==> src/rtl/miu_pkg.sv <==
package miu_pkg;

  typedef enum logic [4:0] {
    OP_ADD   = 5'd0,
    OP_ADDI  = 5'd1,
    OP_SUB   = 5'd2,
    OP_AND   = 5'd3,
    OP_OR    = 5'd4,
    OP_XOR   = 5'd5,
    OP_NOR   = 5'd6,
    OP_SLT   = 5'd7,
    OP_SLTI  = 5'd8,
    OP_ANDI  = 5'd9,
    OP_ORI   = 5'd10,
    OP_XORI  = 5'd11,
    OP_LUI   = 5'd12,
    OP_SLL   = 5'd13,
    OP_SRL   = 5'd14,
    OP_SRA   = 5'd15,
    OP_JAL   = 5'd16,
    OP_J     = 5'd17,
    OP_JR    = 5'd18,
    OP_BEQ   = 5'd19,
    OP_BNE   = 5'd20,
    OP_BLTU  = 5'd21,
    OP_MFHI  = 5'd22,
    OP_MFLO  = 5'd23,
    OP_MULTU = 5'd24
  } op_e;

  localparam logic [31:0] RegionMask = 32'hF000_0000;
  localparam logic [31:0] ResetPc    = 32'h0040_0000;
  localparam logic [4:0]  LinkReg    = 5'd31;

  typedef struct packed {
    logic [4:0]  mode;
    logic [4:0]  dest_reg;
    logic [4:0]  src_a;
    logic [4:0]  src_b;
    logic [15:0] immediate;
    logic [4:0]  shift_amount;
    logic [25:0] jump_target;
  } instr_t;

  typedef struct packed {
    logic [31:0] next_pc;
    logic        reg_written;
    logic [4:0]  written_index;
    logic [31:0] written_value;
  } result_t;

endpackage

==> src/rtl/miu_ram.sv <==
module miu_ram #(
  parameter int Width = 32,
  parameter int Depth = 32
) (
  input  logic                     clk_i,
  input  logic                     we_i,
  input  logic [$clog2(Depth)-1:0] waddr_i,
  input  logic [Width-1:0]         wdata_i,
  input  logic [$clog2(Depth)-1:0] raddr_i,
  output logic [Width-1:0]         rdata_o
);
  logic [Width-1:0] mem_q [Depth];

  always_ff @(posedge clk_i) begin
    if (we_i) begin
      mem_q[waddr_i] <= wdata_i;
    end
    rdata_o <= mem_q[raddr_i];
  end
endmodule

==> src/rtl/miu_regfile.sv <==
// Register file: two read-port copies of one RAM, valid bits for reset-zero,
// write-to-read bypass for the cycle after a write. While no new read is
// issued the RAMs keep re-reading the held addresses.
module miu_regfile import miu_pkg::*; #(
  parameter int RegCount = 32
) (
  input  logic        clk_i,
  input  logic        rst_ni,
  input  logic [4:0]  raddr_a_i,
  input  logic [4:0]  raddr_b_i,
  input  logic        re_i,
  input  logic        we_i,
  input  logic [4:0]  waddr_i,
  input  logic [31:0] wdata_i,
  output logic [31:0] rdata_a_o,
  output logic [31:0] rdata_b_o
);
  localparam int Aw = (RegCount > 1) ? $clog2(RegCount) : 1;

  logic [31:0]       ram_a, ram_b;
  logic [RegCount-1:0] valid_q;
  logic [4:0]        ra_q, rb_q;
  logic              byp_a_q, byp_b_q;
  logic [31:0]       byp_val_q;
  logic [4:0]        rd_addr_a, rd_addr_b;

  function automatic logic in_range(logic [4:0] idx);
    return (idx != 5'd0) && ({27'd0, idx} < RegCount);
  endfunction

  // hold the read address of a waiting word
  assign rd_addr_a = re_i ? raddr_a_i : ra_q;
  assign rd_addr_b = re_i ? raddr_b_i : rb_q;

  miu_ram #(.Width(32), .Depth(RegCount)) u_ram_a (
    .clk_i, .we_i(we_i), .waddr_i(waddr_i[Aw-1:0]), .wdata_i(wdata_i),
    .raddr_i(rd_addr_a[Aw-1:0]), .rdata_o(ram_a)
  );
  miu_ram #(.Width(32), .Depth(RegCount)) u_ram_b (
    .clk_i, .we_i(we_i), .waddr_i(waddr_i[Aw-1:0]), .wdata_i(wdata_i),
    .raddr_i(rd_addr_b[Aw-1:0]), .rdata_o(ram_b)
  );

  always_ff @(posedge clk_i or negedge rst_ni) begin
    if (!rst_ni) begin
      valid_q <= '0;
    end else if (we_i) begin
      valid_q[waddr_i[Aw-1:0]] <= 1'b1;
    end
  end

  always_ff @(posedge clk_i) begin
    if (re_i) begin
      ra_q    <= raddr_a_i;
      rb_q    <= raddr_b_i;
      byp_a_q <= we_i && (waddr_i == raddr_a_i);
      byp_b_q <= we_i && (waddr_i == raddr_b_i);
    end else begin
      byp_a_q <= byp_a_q || (we_i && (waddr_i == ra_q));
      byp_b_q <= byp_b_q || (we_i && (waddr_i == rb_q));
    end
    if (we_i) begin
      byp_val_q <= wdata_i;
    end
  end

  always_comb begin
    rdata_a_o = '0;
    rdata_b_o = '0;
    if (in_range(ra_q)) begin
      if (byp_a_q)                   rdata_a_o = byp_val_q;
      else if (valid_q[ra_q[Aw-1:0]]) rdata_a_o = ram_a;
    end
    if (in_range(rb_q)) begin
      if (byp_b_q)                   rdata_b_o = byp_val_q;
      else if (valid_q[rb_q[Aw-1:0]]) rdata_b_o = ram_b;
    end
  end
endmodule

==> config.mk <==
export PLATFORM = sky130hd
export DESIGN_NAME = miu_regfile
export DESIGN_NICKNAME = d
export VERILOG_FILES = /design/src/rtl/miu_pkg.sv /design/src/rtl/miu_ram.sv /design/src/rtl/miu_regfile.sv
export SDC_FILE = /design/constraint.sdc
export NUM_CORES = 2
export LEC_CHECK = 0
export BUFFER_PORTS_ARGS = -buffer_cell sky130_fd_sc_hd__clkbuf_2
export CELL_PAD_IN_SITES_DETAIL_PLACEMENT = 0
export CELL_PAD_IN_SITES_GLOBAL_PLACEMENT = 2
export CORE_ASPECT_RATIO = 0.8
export CORE_MARGIN = 3
export CORE_UTILIZATION = 40
export DETAILED_ROUTE_END_ITERATION = 8
export PLACE_DENSITY_LB_ADDON = 0.12
export SKIP_LAST_GASP = 1
export SLEW_MARGIN = 15
export SYNTH_ARGS = -nofsm -noshare
export SYNTH_HDL_FRONTEND = slang
export SYNTH_SLANG_ARGS = --single-unit
==> constraint.sdc <==
create_clock -name clk_i -period 4.1 [get_ports clk_i]
set_input_delay 0.205 -clock clk_i [delete_from_list [all_inputs] [get_ports clk_i]]
set_output_delay 0.205 -clock clk_i [all_outputs]
set_load 0.02 [all_outputs]
==> impl_metrics.ini <==
[status]
status = complete, no violations

[timing]
slew_violations = 0
rsz0062_at_grt = false
period_share_pct = 95.1
min_period_ps = 3900
slew-limit-headroom_pct = 21.1
holdWs_ps = 37.3
setup_viol = 0
worst_pin_slew_ps = 1180
hold_viol_final = 0
skew_ps = 32.6
fmax_mhz = 257
tns_ps = 0

[die]
rows = 123
dieWidth_um = 428
io_pins = 115
coreArea_um2 = 141000
initial_core_util_pct = 40.4
dieArea_um2 = 147000
die_y_um = 343

[synth]
synth_top_family_by_area = simple AND/OR/NAND/NOR gates
synth_top_area_cell = edfxtp_1
synthFlopType = edfxtp_1
ys.warnings.count = 0
syn_nets = 5566
synth_common_cells = 1390 x nand2_1, 1056 x edfxtp_1, 529 x a21oi_1, 450 x nand3_1, 246 x clkbuf_1
ys_ff_latch = 1164
ys_seq_area_share_pct = 59.8
synth_xor_area_share_pct = 0.308
postSynth.asyncResetShare_pct = 2.75
synth.area.top_cells = edfxtp_1 56%, nand2_1 9.2%, a21oi_1 4.7%, nand3_1 4.0%, dfxtp_1 2.7%
netlist_instances = 5515
synthSimpleGateAreaFrac_pct = 19.3
synth_compound_area_share_pct = 14.1
netlist_area_um2 = 56900
synth_most_common_cell = nand2_1
synthAdderAreaFrac_pct = 0
avgSynthCellArea_um2 = 10.3
muxShareOfSynthArea_pct = 2.72
synth_edf_count = 1056
synth_cell_types = 76
synth.top_cell.area_share_pct = 55.7

[detailed_routing]
drc_errors = 0
wire_per_inst_um = 34.5
drt_iter0_markers = 7757
vias = 48863
via_per_inst = 6.45
first_pass_iters = 6
drt-total-wl_um = 261000
drtAntennaViolNets = 0

[power_and_ir_drop]
p_clk_share_pct = 39.0
p_int_w = 0.0219
swShare_pct = 29.6
pwr-share-seq_pct = 44.3
power_density_nw_per_um2 = 475
leakage_nw = 23.0
ir_drop_v = 0.000445
power_frac_comb_pct = 16.7
p_sw_w = 0.00923

[layout]
nets = 5635
drive_gt1_share_pct = 12.7
fin_area_um2 = 65600
syn_to_final_growth_pct = 15.2
fillerInstances = 13131

[global_route]
grt_util_all_layers_pct = 35.0
grt_max_degree = 103
grt_pass1_vias = 45364
grt_pass1_wl_um = 362000
grt_antenna_before_repair = 25
grt-ovfl-total = 0

[place]
io_buffers = 114
hpwlAfterDp_um = 158000
globalplace.congestion = 0.874
dpl_cell_area_um2 = 61100

[hold_path]
hold_path_class = input port to async pin

[critical_path]
critical_path_required_ps = 3890
crit_path_start_kind = flip-flop
cp-end-kind = output port
crit_type = flip-flop to output port
arrival_ps = 3690
crit_fanout = 24

[cts]
clk_pin_slew_worst_paths_ps = 70
clock-sinks = 1164
htreeDepth = 4
clock_latency_ps = 790
cts_tree = done
cts_made_buffers = 134
clock_path_buffers = 3
root_buffer = clkbuf_16

[flow_run]
drv_cap = 0
[logic make-up after synthesis]
logic type / after synthesis
muxes: 110
buffers and inverters: 500
DFF: 1164
xor gates and xnor gates: 20
AOI/OAI and AO/OA: 1276
and+or+nand+nor: 2445
[layout by cell type (no fill, tap or decap), drive strengths merged, types with 75 or more instances in the layout]
cell       n
o21ai    125
a21oi    531
mux2i     75
a31oi     81
nand2   1390
nor2     133
a211oi    94
clkbuf   308
edfxtp  1056
o22ai     75
buf      249
dfxtp     76
o211ai   110
nand3    450
and3      84
nand2b   134
[power groups by stage]
stage	Combinational (W)	Sequential, W	Clock, W
CTS	0.00509	0.0138	0.0123
floorplan	0.00287	0.0137	0
global route	0.00546	0.0138	0.0127
finish	0.00520	0.0138	0.0121
global placement	0.00505	0.0140	0
detailed placement	0.00506	0.0140	0
[flip-flops by register name, indices dropped and copies added, names as in the netlist]
register         cells
byp_a_q              1
byp_b_q              1
byp_val_q           32
ra_q                 5
rb_q                 5
u_ram_a.mem_q       32
u_ram_a.rdata_o     32
u_ram_b.mem_q      992
u_ram_b.rdata_o     32
valid_q             32
[per-stage QoR]
stage               cells  total power, W  util, %  setup slack (ps)
floorplan            5515          0.0166        -              1230
global placement     7312          0.0191     43.3               764
detailed placement   7312          0.0191     43.3               810
CTS                  7570          0.0312     46.5              26.0
global route         7574          0.0320     46.5               159
finish               7579          0.0312     46.5               202
[metal layers]
metal  vias up  GRT usage [%]  share of wire [%]
met5         -              0              0.010
met4         4           12.1                3.6
met3       487           9.16                 12
met2      3199           50.1                 42
met1     24592           51.3                 43
li1      20581              -                  -
[critical path, cell delays in order, from the launching register on]
cell and delay [ps]:
dfxtp_4 600, mux4_1 620, mux4_2 490, nand3b_1 160, o41ai_4 130, buf_12 230, a22o_1 390, clkbuf_2 220
[layout make-up]
cell class | count | area [um^2] | share of cell area (%)
clock inverter | 51 | 430 | 0.656
inverter | 62 | 270 | 0.412
sequential | 1164 | 34000 | 51.9
tap | 1875 | 2350 | 3.58
multi-input combinational | 3851 | 21200 | 32.4
timing repair buffer | 371 | 3300 | 5.04
antenna | 9 | 22.5 | 0.0343
clock buffer | 196 | 3940 | 6.00
[path summary, 6_finish.rpt]
path | cells past startpoint | from | slack, ps | endpoint
max | 7 | ra_q[1] | 200 | rdata_a_o[19]
min | 2 | rst_ni | 40 | valid_q[23]
max reg2reg | 9 | rb_q[1] | 830 | u_ram_b.rdata_o[25]
min reg2reg | 1 | valid_q[13] | 500 | valid_q[13]
max in group asynchronous | 2 | rst_ni | 3540 | valid_q[10]
min in group clk_i | 4 | waddr_i[0] | 80 | byp_b_q
[timing repair]
item / CTS / global route
gates cloned: 0 / 0
endpoints found under the setup margin: 1 / 9
setup buffers: 1 / 0
endpoints found under the hold margin: 43 / 0
pin swaps: 1 / 0
hold buffers: 10 / 0
resized for setup: 0 / 1
Note: power is estimated with default switching activity, not from simulation.
